[config.mk]
export PLATFORM = sky130hd
export DESIGN_NAME = fletcher32_checksum_unit
export DESIGN_NICKNAME = d
export VERILOG_FILES = /design/src/hw/rtl/fc32_pkg.sv /design/src/hw/rtl/fletcher32_checksum_unit.sv
export SDC_FILE = /design/constraint.sdc
export NUM_CORES = 1
export LEC_CHECK = 0
export ABC_AREA = 1
export BUFFER_PORTS_ARGS = -buffer_cell sky130_fd_sc_hd__buf_2
export CORE_MARGIN = 5
export CORE_UTILIZATION = 51
export DETAILED_ROUTE_END_ITERATION = 7
export HOLD_SLACK_MARGIN = 0.15
export PLACE_DENSITY = 0.76
export SLEW_MARGIN = 20
export SYNTH_ARGS = -nofsm -noshare
export SYNTH_HDL_FRONTEND = slang
export SYNTH_SLANG_ARGS = --single-unit
[constraint.sdc]
create_clock -name aclk -period 10.25 [get_ports aclk]
set_clock_uncertainty 0.15 [all_clocks]
set_input_delay 0.5125 -clock aclk [delete_from_list [all_inputs] [get_ports aclk]]
set_output_delay 0.5125 -clock aclk [all_outputs]
set_load 0.1 [all_outputs]
[src/hw/rtl/fc32_pkg.sv]
// Shared constants and the 16-bit fold helper for the Fletcher-32 checksum unit.
// No dependencies; imported by fletcher32_checksum_unit.
package fc32_pkg;

    localparam int SUM_W          = 32;
    localparam int WORD_W         = 16;
    localparam int BYTE_W         = 8;
    localparam int FOLD_BYTES_DEF = 360;

    localparam logic [SUM_W-1:0] SUM_INIT = 32'h0000_ffff;

    // Low half plus high half; the carry lands in bit 16.
    function automatic logic [SUM_W-1:0] fold16(input logic [SUM_W-1:0] x);
        logic [WORD_W:0] s;
        s = {1'b0, x[WORD_W-1:0]} + {1'b0, x[SUM_W-1:WORD_W]};
        return {{(SUM_W-WORD_W-1){1'b0}}, s};
    endfunction

endpackage

[src/hw/rtl/fletcher32_checksum_unit.sv]
// Streaming Fletcher-32 checksum unit: byte pairing, accumulate, periodic fold,
// final fold and output register. Depends on fc32_pkg.
//
// A last byte reaches m_valid via the finish register (accumulate) and then the
// output register (final folds). One byte per cycle, but a last byte waits while
// the finish register is held; sums and fold sit in the single accumulate stage.
// Reset (aresetn low, synchronous): sums return to 0xffff, byte count and held
// byte clear, all stages empty. Each message restarts from the same state.
module fletcher32_checksum_unit #(
    parameter int FOLD_BYTES = fc32_pkg::FOLD_BYTES_DEF
) (
    input  logic                          aclk,
    input  logic                          aresetn,
    input  logic                          s_valid,
    output logic                          s_ready,
    input  logic [fc32_pkg::BYTE_W-1:0]   s_data_byte,
    input  logic                          s_last_byte,
    output logic                          m_valid,
    input  logic                          m_ready,
    output logic [fc32_pkg::SUM_W-1:0]    m_checksum
);
    import fc32_pkg::*;

    // Count width: holds up to FOLD_BYTES + 1 before it is cleared.
    localparam int CNT_W = $clog2(FOLD_BYTES + 2);
    localparam logic [CNT_W-1:0] FOLD_LIMIT = CNT_W'(FOLD_BYTES);
    localparam logic [CNT_W-1:0] CNT_STEP   = CNT_W'(2);

    // Input register
    logic              in_valid_reg, in_valid_next;
    logic [BYTE_W-1:0] in_data_reg, in_data_next;
    logic              in_last_reg, in_last_next;

    // Running state
    logic [SUM_W-1:0]  low_sum_reg, low_sum_next;
    logic [SUM_W-1:0]  high_sum_reg, high_sum_next;
    logic [CNT_W-1:0]  byte_count_reg, byte_count_next;
    logic [BYTE_W-1:0] held_byte_reg, held_byte_next;
    logic              odd_phase_reg, odd_phase_next;

    // Finish register, one message end waiting for its final folds
    logic              fin_valid_reg, fin_valid_next;
    logic [SUM_W-1:0]  fin_low_reg, fin_low_next;
    logic [SUM_W-1:0]  fin_high_reg, fin_high_next;

    // Output register
    logic              out_valid_reg, out_valid_next;
    logic [SUM_W-1:0]  out_sum_reg, out_sum_next;

    // Stage handshakes
    logic out_load, fin_adv, acc_fire, in_take;

    // Accumulate datapath
    logic              acc_en;
    logic [WORD_W-1:0] word;
    logic [SUM_W-1:0]  low_add, high_add, low_acc, high_acc;
    logic [CNT_W-1:0]  cnt_add, cnt_acc;
    logic              fold_hit;
    logic [SUM_W-1:0]  fin_low_f1, fin_high_f1, fin_low_f2, fin_high_f2;

    // Flow control: non-last bytes never wait on the output side
    assign out_load = fin_valid_reg && (!out_valid_reg || m_ready);
    assign fin_adv  = !fin_valid_reg || out_load;
    assign acc_fire = in_valid_reg && (!in_last_reg || fin_adv);
    assign in_take  = s_valid && s_ready;
    assign s_ready  = !in_valid_reg || acc_fire;

    assign m_valid    = out_valid_reg;
    assign m_checksum = out_sum_reg;

    // Pairing and accumulate with the periodic fold
    always_comb begin
        acc_en   = odd_phase_reg || in_last_reg;
        word     = odd_phase_reg ? {in_data_reg, held_byte_reg}
                                 : {{(WORD_W-BYTE_W){1'b0}}, in_data_reg};
        low_add  = low_sum_reg + {{(SUM_W-WORD_W){1'b0}}, word};
        high_add = high_sum_reg + low_add;
        cnt_add  = byte_count_reg + CNT_STEP;
        fold_hit = cnt_add >= FOLD_LIMIT;
        if (!acc_en) begin
            low_acc  = low_sum_reg;
            high_acc = high_sum_reg;
            cnt_acc  = byte_count_reg;
        end else if (fold_hit) begin
            low_acc  = fold16(low_add);
            high_acc = fold16(high_add);
            cnt_acc  = '0;
        end else begin
            low_acc  = low_add;
            high_acc = high_add;
            cnt_acc  = cnt_add;
        end
    end

    // Final two folds for the output register
    always_comb begin
        fin_low_f1  = fold16(fin_low_reg);
        fin_high_f1 = fold16(fin_high_reg);
        fin_low_f2  = fold16(fin_low_f1);
        fin_high_f2 = fold16(fin_high_f1);
    end

    // Next-state selection
    always_comb begin
        in_valid_next   = in_valid_reg;
        in_data_next    = in_data_reg;
        in_last_next    = in_last_reg;
        low_sum_next    = low_sum_reg;
        high_sum_next   = high_sum_reg;
        byte_count_next = byte_count_reg;
        held_byte_next  = held_byte_reg;
        odd_phase_next  = odd_phase_reg;
        fin_valid_next  = fin_valid_reg;
        fin_low_next    = fin_low_reg;
        fin_high_next   = fin_high_reg;
        out_valid_next  = out_valid_reg;
        out_sum_next    = out_sum_reg;

        // output stage
        if (out_load) begin
            out_valid_next = 1'b1;
            out_sum_next   = {fin_high_f2[WORD_W-1:0], fin_low_f2[WORD_W-1:0]};
        end else if (m_ready) begin
            out_valid_next = 1'b0;
        end

        // finish stage empties when its result moves on
        if (out_load) begin
            fin_valid_next = 1'b0;
        end

        // accumulate stage
        if (acc_fire) begin
            if (in_last_reg) begin
                fin_valid_next  = 1'b1;
                fin_low_next    = low_acc;
                fin_high_next   = high_acc;
                low_sum_next    = SUM_INIT;
                high_sum_next   = SUM_INIT;
                byte_count_next = '0;
                held_byte_next  = '0;
                odd_phase_next  = 1'b0;
            end else if (odd_phase_reg) begin
                low_sum_next    = low_acc;
                high_sum_next   = high_acc;
                byte_count_next = cnt_acc;
                held_byte_next  = '0;
                odd_phase_next  = 1'b0;
            end else begin
                held_byte_next  = in_data_reg;
                odd_phase_next  = 1'b1;
            end
        end

        // input register
        if (in_take) begin
            in_valid_next = 1'b1;
            in_data_next  = s_data_byte;
            in_last_next  = s_last_byte;
        end else if (acc_fire) begin
            in_valid_next = 1'b0;
        end
    end

    // Control and state registers
    always_ff @(posedge aclk) begin
        if (!aresetn) begin
            in_valid_reg   <= 1'b0;
            low_sum_reg    <= SUM_INIT;
            high_sum_reg   <= SUM_INIT;
            byte_count_reg <= '0;
            held_byte_reg  <= '0;
            odd_phase_reg  <= 1'b0;
            fin_valid_reg  <= 1'b0;
            out_valid_reg  <= 1'b0;
        end else begin
            in_valid_reg   <= in_valid_next;
            low_sum_reg    <= low_sum_next;
            high_sum_reg   <= high_sum_next;
            byte_count_reg <= byte_count_next;
            held_byte_reg  <= held_byte_next;
            odd_phase_reg  <= odd_phase_next;
            fin_valid_reg  <= fin_valid_next;
            out_valid_reg  <= out_valid_next;
        end
    end

    // Payload registers
    always_ff @(posedge aclk) begin
        in_data_reg  <= in_data_next;
        in_last_reg  <= in_last_next;
        fin_low_reg  <= fin_low_next;
        fin_high_reg <= fin_high_next;
        out_sum_reg  <= out_sum_next;
    end

`ifndef NO_ASSERTIONS
    // A finished message leaves the sums re-initialized
    a_restart: assert property (@(posedge aclk) disable iff (!aresetn)
        acc_fire && in_last_reg |=> low_sum_reg == SUM_INIT && high_sum_reg == SUM_INIT
                                    && byte_count_reg == '0 && !odd_phase_reg)
        else $error("state not re-initialized after last byte");

    // Byte count stays even and below the fold interval
    a_count: assert property (@(posedge aclk) disable iff (!aresetn)
        byte_count_reg < FOLD_LIMIT && !byte_count_reg[0])
        else $error("byte count out of range");

    // A last byte always lands in the finish register
    a_fin: assert property (@(posedge aclk) disable iff (!aresetn)
        acc_fire && in_last_reg |=> fin_valid_reg)
        else $error("finished message lost");

    // A finish entry moving on shows up at the output
    a_out: assert property (@(posedge aclk) disable iff (!aresetn)
        out_load |=> m_valid && m_checksum == $past({fin_high_f2[WORD_W-1:0],
                                                     fin_low_f2[WORD_W-1:0]}))
        else $error("checksum not loaded");

    // Non-last bytes never stall behind a waiting result
    a_flow: assert property (@(posedge aclk) disable iff (!aresetn)
        in_valid_reg && !in_last_reg |-> s_ready)
        else $error("input stalled without cause");
`endif

endmodule
After elaboration in Yosys (flattened, before gate mapping)
Index checks and enable logic that the tools add are counted.

Flip-flop bits (word level): 190. Latch bits: 0. Bits in writable memories: 0. Memory bits (read-only): 0. Input port bits: 13. Output and inout bits: 34. Memories kept: 0.

$add $sub $neg: 9. $mul: 0. Divide/modulo/power cells: 0. $lt $le $gt $ge: 1. Equality and inequality tests: 0. Shift operators: 0. Mux-type cells: 24. Bitwise operators: 0. Reduce and logical (&&, ||, !) cells: 19.

Operators with widths (number): $mux W32 (8); $add A16 B16 Y17 (4); $mux W9 (4); $add A16 B1 Y16 (2); $add A32 B16 Y32 (1); $add A32 B32 Y32 (1); $mux W16 (1); $mux W8 (2); $add A9 B2 Y9 const B (1); $ge A9 B9 Y1 const B (1); $mux W1 (9); $reduce_bool A2 Y1 (4); $logic_or A1 B1 Y1 (5); $logic_not A1 Y1 (4); $reduce_and A2 Y1 (2); $logic_and A1 B1 Y1 (3); $reduce_and A3 Y1 (1).

Longest topological paths before layout
Gate-level depths: netlist of the first run.

Depth in word-level cells: 9. Mapped depth: 40.

Least setup slack after synthesis of the first run
No wires, ideal clock.

Path kind: register -> register. Start: reg odd_phase_reg. End: reg high_sum_reg[10]. Setup time: 0.116 ns. Data arrival time: 4.853 ns. Data required time: 9.984 ns. Setup slack: 5.131 ns. Cell stages (with the launch flop): 35. Buffers on the path: 1. Cells stage by stage: dfxtp_1 > buf_2 > inv_1 > nand2_1 > nand2_1 > ha_1 > fa_1 > nand2_1 > nand2_1 > o21ai_1 > o21ai_2 > nand2_1 > nand2_1 > xor2_1 > inv_1 > ha_1 > nand2_1 > nor2_1 > inv_1 > nor3_1 > nand3_1 > nand3_1 > xor2_1 > fa_1 > nand2_1 > nand3_1 > o21ai_0 > inv_1 > a21oi_1 > o21ai_0 > or2_2 > nand3_1 > nand3_1 > o21ai_1 > nand2_1.

Cells in the longest elaborated chain, start to end: 8.

RTL lines: start: declaration (line fletcher32_checksum_unit.sv:39) `logic odd_phase_reg, odd_phase_next;`; start signal: assignment (line fletcher32_checksum_unit.sv:182) `odd_phase_reg <= odd_phase_next;`; $mux W16 (line fletcher32_checksum_unit.sv:74) `word = odd_phase_reg ? {in_data_reg, held_byte_reg}`; $add A32 B16 Y32 (line fletcher32_checksum_unit.sv:76) `low_add = low_sum_reg + {{(SUM_W-WORD_W){1'b0}}, word};`; $add A32 B32 Y32 (line fletcher32_checksum_unit.sv:77) `high_add = high_sum_reg + low_add;`; $add A16 B16 Y17 (line fc32_pkg.sv:15) `s = {1'b0, x[WORD_W-1:0]} + {1'b0, x[SUM_W-1:WORD_W]};`; $mux W32 (line fletcher32_checksum_unit.sv:84) `end else if (fold_hit) begin`; $mux W32 (*) (line fletcher32_checksum_unit.sv:80) `if (!acc_en) begin`; named net high_acc[10] (line fletcher32_checksum_unit.sv:56) `logic [SUM_W-1:0] low_add, high_add, low_acc, high_acc;`; $mux W32 (*) (line fletcher32_checksum_unit.sv:143) `end else if (odd_phase_reg) begin`; $mux W32 (*) (line fletcher32_checksum_unit.sv:134) `if (in_last_reg) begin`; end signal: assignment (line fletcher32_checksum_unit.sv:179) `high_sum_reg <= high_sum_next;`; end: declaration (line fletcher32_checksum_unit.sv:36) `logic [SUM_W-1:0] high_sum_reg, high_sum_next;`.

The timed path passes the listed nets; every way through them passes the cells marked *. The select of a mux whose other input is x is not followed. A chain may end at the register's enable or synchronous reset.

Worst setup path in the final report of the first run
Start: reg odd_phase_reg. End: reg high_sum_reg[15].

Same word-level chain as after synthesis.

==> results.cfg, run 1 <==
[outcome]
status = finished, final reports clean

[setup_path]
cp_slowest_stage_delay_ns = 0.70
cp-end-kind = flop
cp.depth = 34
critPathSlowestCell = dfxtp_1
crit_required_ns = 10.44
ff2ff_path_depth = 34
path_buf_inv = 3
cpLargestDelayFamily = compound AO/OA/AOI/OAI gates
cp_max_fo = 19
worstSetupStartpointType = flop
worst_path_most_repeated_cell = nand2_1
arrival_ns = 6.92
crit_type = reg -> reg

[power_and_ir_drop]
switching_share_pct = 42.5
pwr-share-seq_pct = 33.2
p_int_uw = 1480
pwr-share-comb_pct = 38.9
irDropWorstVdd_mv = 0.113
p_sw_uw = 1100
p_leak_uw = 0.00728
p_per_area_nw_per_um2 = 163
clkPwrFrac_pct = 27.9

[detailed_routing]
drt_iter0_drc = 1519
viasPerCell = 5.69
vias = 13800
first_pass_iters = 8
routed_wl_mm = 44.7
drtAntennaViolNets = 0
wl_per_cell_um = 18.4
drc_errors = 0

[clocking]
cts_buffers = 17
htreeDepth = 4
cts.path.max_buffers = 2
cts.repair.resized = 0
clock_latency_ns = 0.45
root_buffer = clkbuf_16
clkTransAtPathRegs_ns = 0.09
cts.sinks = 189
cts_tree = done

[cells_and_area]
diodes = 0
area_growth_syn_to_layout_pct = 8.96
drive_above_1_share_pct = 7.04
final_cell_mix = nand2_1 (636), a21oi_1 (195), inv_1 (189), ha_1 (118), nor2_1 (117)
fillers = 2598
layout_commonest_cell = nand2_1
nets = 2169
fin_util_pct = 56.6
final_cell_area_sq_um = 15800

[timing]
postLayoutSetupSlackWorst_ns = 3.51
slew_viol_final = 0
tns_ns = 0
fmax_ghz = 0.148
setup_viol_count_final = 0
hold_violations = 0
slew_headroom_pct = 31.9
worstMarginPinSlew_ns = 1.02
rsz0062_at_grt = no
hold_ws_ns = 0.162
fin_crit_sh_pct = 65.7
fin_crit_ns = 6.74

[floorplan]
start_util_pct = 51.9
die_area_sq_um = 31900
core_sq_um = 27900
pin_count = 47
die_y_um = 179
die_w_um = 179
core.rowCount = 61

[job]
drv_cap = 0

[yosys]
syn_inst = 1991
ys_warn_count = 0
synth_nets = 2128
syn_area_sq_um = 14500
ys_seq_area_share_pct = 33.3
netlist-cell-type-count = 57
syn_avg_cell_area_sq_um = 7.28
ys_ff_latch = 189

[placed_design]
placed_cell_area_sq_um = 15100
hpwlAfterDp_mm = 35.4
place_ws_ns = 3.77
place.gp.congestion = 1.01
port_buffers = 46

[global_routing]
grtUsageMet1_pct = 40.2
grt-ovfl-total = 0
grt_max_degree = 84
antenna_found_initial = 3
top_usage_layer = met2
met2_usage_pct = 45.3
grt_pass1_wl_mm = 70.3
grt_pass1_vias = 12800
grt_use_total_pct = 28.4
use_met3_pct = 4.41

[hold_path]
hp-class = in -> reg
whs_path_depth = 3
through the flow:
stage	power, uW	instances
final	2580	2423
after floorplan	1560	1991
after global placement	1850	2381
after CTS	2570	2423
after detailed placement	1840	2381
after global routing	2720	2423
logic make-up (layout without fill, tap and decap cells):
kind of cell,Yosys count,after routing,share of synthesized area [%]
XOR/XNOR,105,105,6.55
adder cells (fa/ha/maj),124,124,11.0
AND/OR/NAND/NOR,969,969,28.5
flip-flops,189,189,33.3
buffers and inverters,238,292,6.45
AO/OA/AOI/OAI,366,366,14.1
worst reg2reg max path: cells and delay by family (launching register included):
kind	cells	cell delay, ns
and+or+nand+nor	15	1.27
DFF	1	0.70
xor gates and xnor gates	2	0.67
AOI/OAI and AO/OA	10	2.00
adders and majority gates	4	1.31
buffers and inverters	3	0.51
synthesized netlist by cell type, drive strengths merged:
master   count  area, sq um
a211oi       3         22.5
a21boi       4         30.0
a21o        12         91.3
a21oi      197          993
a221oi       3         26.3
a22o         1         8.76
a31o         1         8.76
a31oi        1         6.26
and2         5         31.3
and3         3         18.8
buf         10         77.6
clkbuf      32          120
dfxtp       84         1680
edfxtp     105         3150
fa           6          120
ha         118         1480
inv        196          738
nand2      640         2420
nand3      121          661
nand3b       8         72.6
nand4       29          181
nor2       125          504
nor3        23          148
nor4         5         37.5
o2111ai      1         8.76
o211ai      15          118
o21a         4         30.0
o21ai      101          539
o21bai      13         97.6
o22ai        8         50.1
o31ai        2         15.0
or2         10         62.6
xnor2       29          269
xor2        76          681
power groups by stage:
stage	Sequential [uW]	Combinational, uW	Clock, uW
floorplan	885	678	0
global placement	872	979	0
detailed placement	873	971	0
CTS	855	980	730
global route	858	1100	759
finish	856	1000	720
path summary, 6_finish.rpt:
| path | from | slack (ns) | end |
|---|---|---|---|
| max | odd_phase_reg$_SDFFE_PN0P_ | 3.51 | high_sum_reg[15]$_SDFFE_PN1P_ |
| min | s_valid | 0.16 | in_valid_reg$_SDFFE_PN0P_ |
| max reg2reg | odd_phase_reg$_SDFFE_PN0P_ | 3.51 | high_sum_reg[15]$_SDFFE_PN1P_ |
| min reg2reg | held_byte_reg[7]$_SDFFE_PN0P_ | 0.33 | held_byte_reg[7]$_SDFFE_PN0P_ |
area by class of cell:
class / instances / area (sq um) / share of cell area (%)
clock buffer: 17 / 425 / 2.69
clock inverter: 15 / 204 / 1.29
inverter: 196 / 738 / 4.67
multi-input combinational: 1564 / 8740 / 55.3
sequential: 189 / 4830 / 30.6
tap: 378 / 473 / 2.99
timing repair buffer: 64 / 390 / 2.47
timing repair:
item / 4_1_cts / 5_1_grt
hold endpoints to repair: 10 / 0
setup endpoints to repair: 0 / 0
hold buffers: 10 / 0
buffers inserted: 0 / 0
metal layers:
metal / wire length [um] / vias to the layer above
li1: - / 6756
met1: 19700 / 6322
met2: 20000 / 633
met3: 3830 / 77
met4: 1110 / 6
met5: 42 / -
(Power assumes the default switching activity.)
==> run 2: changes to the inputs <==
--- a/config.mk
+++ b/config.mk
@@ -5,13 +5,13 @@
 export SDC_FILE = /design/constraint.sdc
 export NUM_CORES = 1
 export LEC_CHECK = 0
-export ABC_AREA = 1
+export ABC_AREA = 0
 export BUFFER_PORTS_ARGS = -buffer_cell sky130_fd_sc_hd__buf_2
 export CORE_MARGIN = 5
 export CORE_UTILIZATION = 51
 export DETAILED_ROUTE_END_ITERATION = 7
 export HOLD_SLACK_MARGIN = 0.15
-export PLACE_DENSITY = 0.76
+export PLACE_DENSITY = 0.79
 export SLEW_MARGIN = 20
 export SYNTH_ARGS = -nofsm -noshare
 export SYNTH_HDL_FRONTEND = slang
==> constraint.sdc (replaced) <==
create_clock -name aclk -period 5.7 [get_ports aclk]
set_clock_uncertainty 0.15 [all_clocks]
set_input_delay 0.285 -clock aclk [delete_from_list [all_inputs] [get_ports aclk]]
set_output_delay 0.285 -clock aclk [all_outputs]
set_load 0.1 [all_outputs]
==> run 2 against run 1 <==
  * Synthesized cell count fell by 25%
  * The run now ends with setup timing left
  * Combinational power increased to 2.8 times the previous value
  * Die area shrank 5.9%
==> results.cfg, run 2 <==
[global_routing]
grt_pass1_wl_mm = 66.9
grt-ovfl-total = 0
grt_pass1_vias = 12500
antenna_found_initial = 1
grt_use_total_pct = 27.7
grt_max_degree = 61

[timing]
slew_headroom_pct = 24.4
worstMarginPinSlew_ns = 1.13
fin_crit_ns = 6.40
slew_viol_final = 0
rsz0062_at_grt = yes
tns_ns = -10.81
postLayoutSetupSlackWorst_ns = -0.704
fin_crit_sh_pct = 112
hold_violations = 0
fmax_ghz = 0.156
setup_viol_count_final = 26

[cells_and_area]
fillers = 1975
final_cell_mix = buf_4 (295), nand2_1 (119), edfxtp_1 (105), nor2_1 (100), ha_1 (95)
area_growth_syn_to_layout_pct = 32.9
ff_latch_area_sq_um = 4840
layout_commonest_cell = buf_4
drive_above_1_share_pct = 31.0
final_cell_area_sq_um = 18100
diodes = 0
nets = 1951
multi_input_area_sq_um = 9360

[placed_design]
port_buffers = 46
place.gp.congestion = 0.969
place_ws_ns = -0.876
hpwlAfterDp_mm = 32.1
placed_cell_area_sq_um = 16200

[yosys]
synth.top_cell.area_share_pct = 23.2
yosys-top-cells-area = edfxtp_1 (23%), dfxtp_1 (12%), ha_1 (11%)
syn_inst = 1493
ys_warn_count = 0
synth-edff-count = 105
yosysMostFrequentCell = nand2_1
netlist-cell-type-count = 82
syn_area_sq_um = 13600
ys_seq_area_share_pct = 35.6
synth_nets = 1630
synthFlopType = edfxtp_1
synth_area_leader_cell = edfxtp_1
yosys-top-cells-count = nand2_1 (125), a21oi_1 (122), ha_1 (118), nor2_1 (109), edfxtp_1 (105)
ys_ff_latch = 189
syn_avg_cell_area_sq_um = 9.11
synthArstFlopShare_pct = 0

[setup_path]
ff2ff_path_depth = 25
worstSetupStartpointType = flop
critPathSlowestCell = dfxtp_4
crit_type = reg -> reg
cpLargestDelayFamily = compound AO/OA/AOI/OAI gates
crit_required_ns = 5.71
rr_endpoint = fin_high_reg[14]$_DFFE_PP_
cp_max_fo = 8
worstReg2RegStart = odd_phase_reg$_SDFFE_PN0P_
cp_slowest_stage_delay_ns = 0.42
cp-startpoint = odd_phase_reg$_SDFFE_PN0P_
cp-end-kind = flop
path_buf_inv = 2
regToRegSetupSlack_ns = -0.70
arrival_ns = 6.42
worst_path_most_repeated_cell = ha_2
cp.depth = 25
crit_path_end = fin_high_reg[14]$_DFFE_PP_

[clocking]
clock_latency_ns = 0.45
root_buffer = clkbuf_16
clkTransAtPathRegs_ns = 0.09
cts.sinks = 189
cts_buffers = 17
cts_tree = done
htreeDepth = 4
cts.path.max_buffers = 2

[power_and_ir_drop]
p_leak_uw = 0.00752
p_per_area_nw_per_um2 = 314
irDropWorstVdd_mv = 0.198

[detailed_routing]
vias = 13100
drt_iter0_drc = 1237
viasPerCell = 6.06
drc_errors = 0
wl_per_cell_um = 20.3
drtAntennaViolNets = 0
routed_wl_mm = 43.9
first_pass_iters = 6

[floorplan]
core_sq_um = 26100
core.rowCount = 59
start_util_pct = 52.0
die_area_sq_um = 30000
die_y_um = 173
pin_count = 47
die_w_um = 173

[job]
drv_cap = 0

[outcome]
status = finished with violations
violations = setup timing

[hold_path]
hp-class = in -> reg
## run 2: cell types whose count changed in the layout (fill, tap and decap cells not counted), sizes merged, moves of 21 or more
cell / change
a31oi: +21
nor2b: +37
nand2: -514
a21oi: -74
xor2: -29
nand3: -88
a21o: +30
o22a: +24
buf: +295
o21a: +22
xnor2: +48
inv: -155
a22o: +29
## run 2: metal layers
layer	global-route usage, %	vias to the layer above	part of all wire [%]
li1	-	6214	-
met1	36.7	6217	42
met2	45.0	573	47
met3	6.61	91	8.7
met4	8.88	2	3.1
met5	0	-	0.021
## run 2: repair_timing
item	CTS	global route
hold endpoints to repair	12	0
hold buffers	12	0
pin swaps	83	59
endpoints found under the setup margin	27	38
buffers inserted	25	14
resized for setup	97	68
## run 2: logic make-up after synthesis
group	after synthesis	share of synthesized area (%)
muxes	20	1.60
buffers and inverters	103	2.93
xor gates and xnor gates	125	8.21
adders and majority gates	124	11.7
DFF	189	35.6
and+or+nand+nor	433	15.3
AOI/OAI and AO/OA	499	24.7
## run 2: area by class of cell
class	count	share of cell area [%]
tap	335	2.32
timing repair buffer	361	14.7
clock inverter	15	1.17
multi-input combinational	1201	51.8
inverter	44	0.914
clock buffer	17	2.35
sequential	189	26.8
## run 2: how the worst min path moves through the flow
stage                              start                             to  slack, ns  cells after the start
after floorplan           s_data_byte[0]       in_data_reg[0]$_DFFE_PP_       0.23                      0
after global placement    s_data_byte[2]       in_data_reg[2]$_DFFE_PP_       0.31                      1
after detailed placement  s_data_byte[7]       in_data_reg[7]$_DFFE_PP_       0.31                      1
after CTS                        aresetn  high_sum_reg[12]$_SDFFE_PN1P_       0.20                      2
after global routing             aresetn  high_sum_reg[12]$_SDFFE_PN1P_       0.24                      2
final                            aresetn  high_sum_reg[12]$_SDFFE_PN1P_       0.22                      2
## run 2: metrics by stage
stage | hold slack, ns | utilization (%) | cells | total power [uW]
2_1_floorplan | 0.234 | - | 1493 | 2930
3_3_place_gp | 0.311 | 62.0 | 2079 | 3840
3_5_place_dp | 0.314 | 62.0 | 2079 | 3890
4_1_cts | 0.197 | 67.5 | 2148 | 5420
5_1_grt | 0.237 | 69.2 | 2162 | 5940
6_report | 0.215 | 69.2 | 2162 | 5680
## run 2: where the power goes
part           internal [uW]  total, uW  switching (uW)
clock network            643       1290             651
registers               1510       1550            36.5
logic                   1330       2830            1500
total                   3490       5680            2190
## run 2: worst reg2reg max path, stage by stage, from the launching register on
cell and delay (ns):
dfxtp_4 0.42, mux2_2 0.36, ha_2 0.38, nor2_2 0.06, o31ai_4 0.25, buf_4 0.17, o2111ai_2 0.19, a211o_1 0.37
nor2_1 0.19, xor2_1 0.33, ha_2 0.31, nand2_1 0.11, nor3_2 0.21, nand4_1 0.23, buf_4 0.22, a21o_1 0.20
a31o_4 0.27, xnor2_4 0.18, ha_2 0.30, or3_1 0.33, o21ai_2 0.11, o31ai_1 0.10, a211oi_1 0.25, nor3_1 0.09
a21oi_2 0.23, a21oi_2 0.10
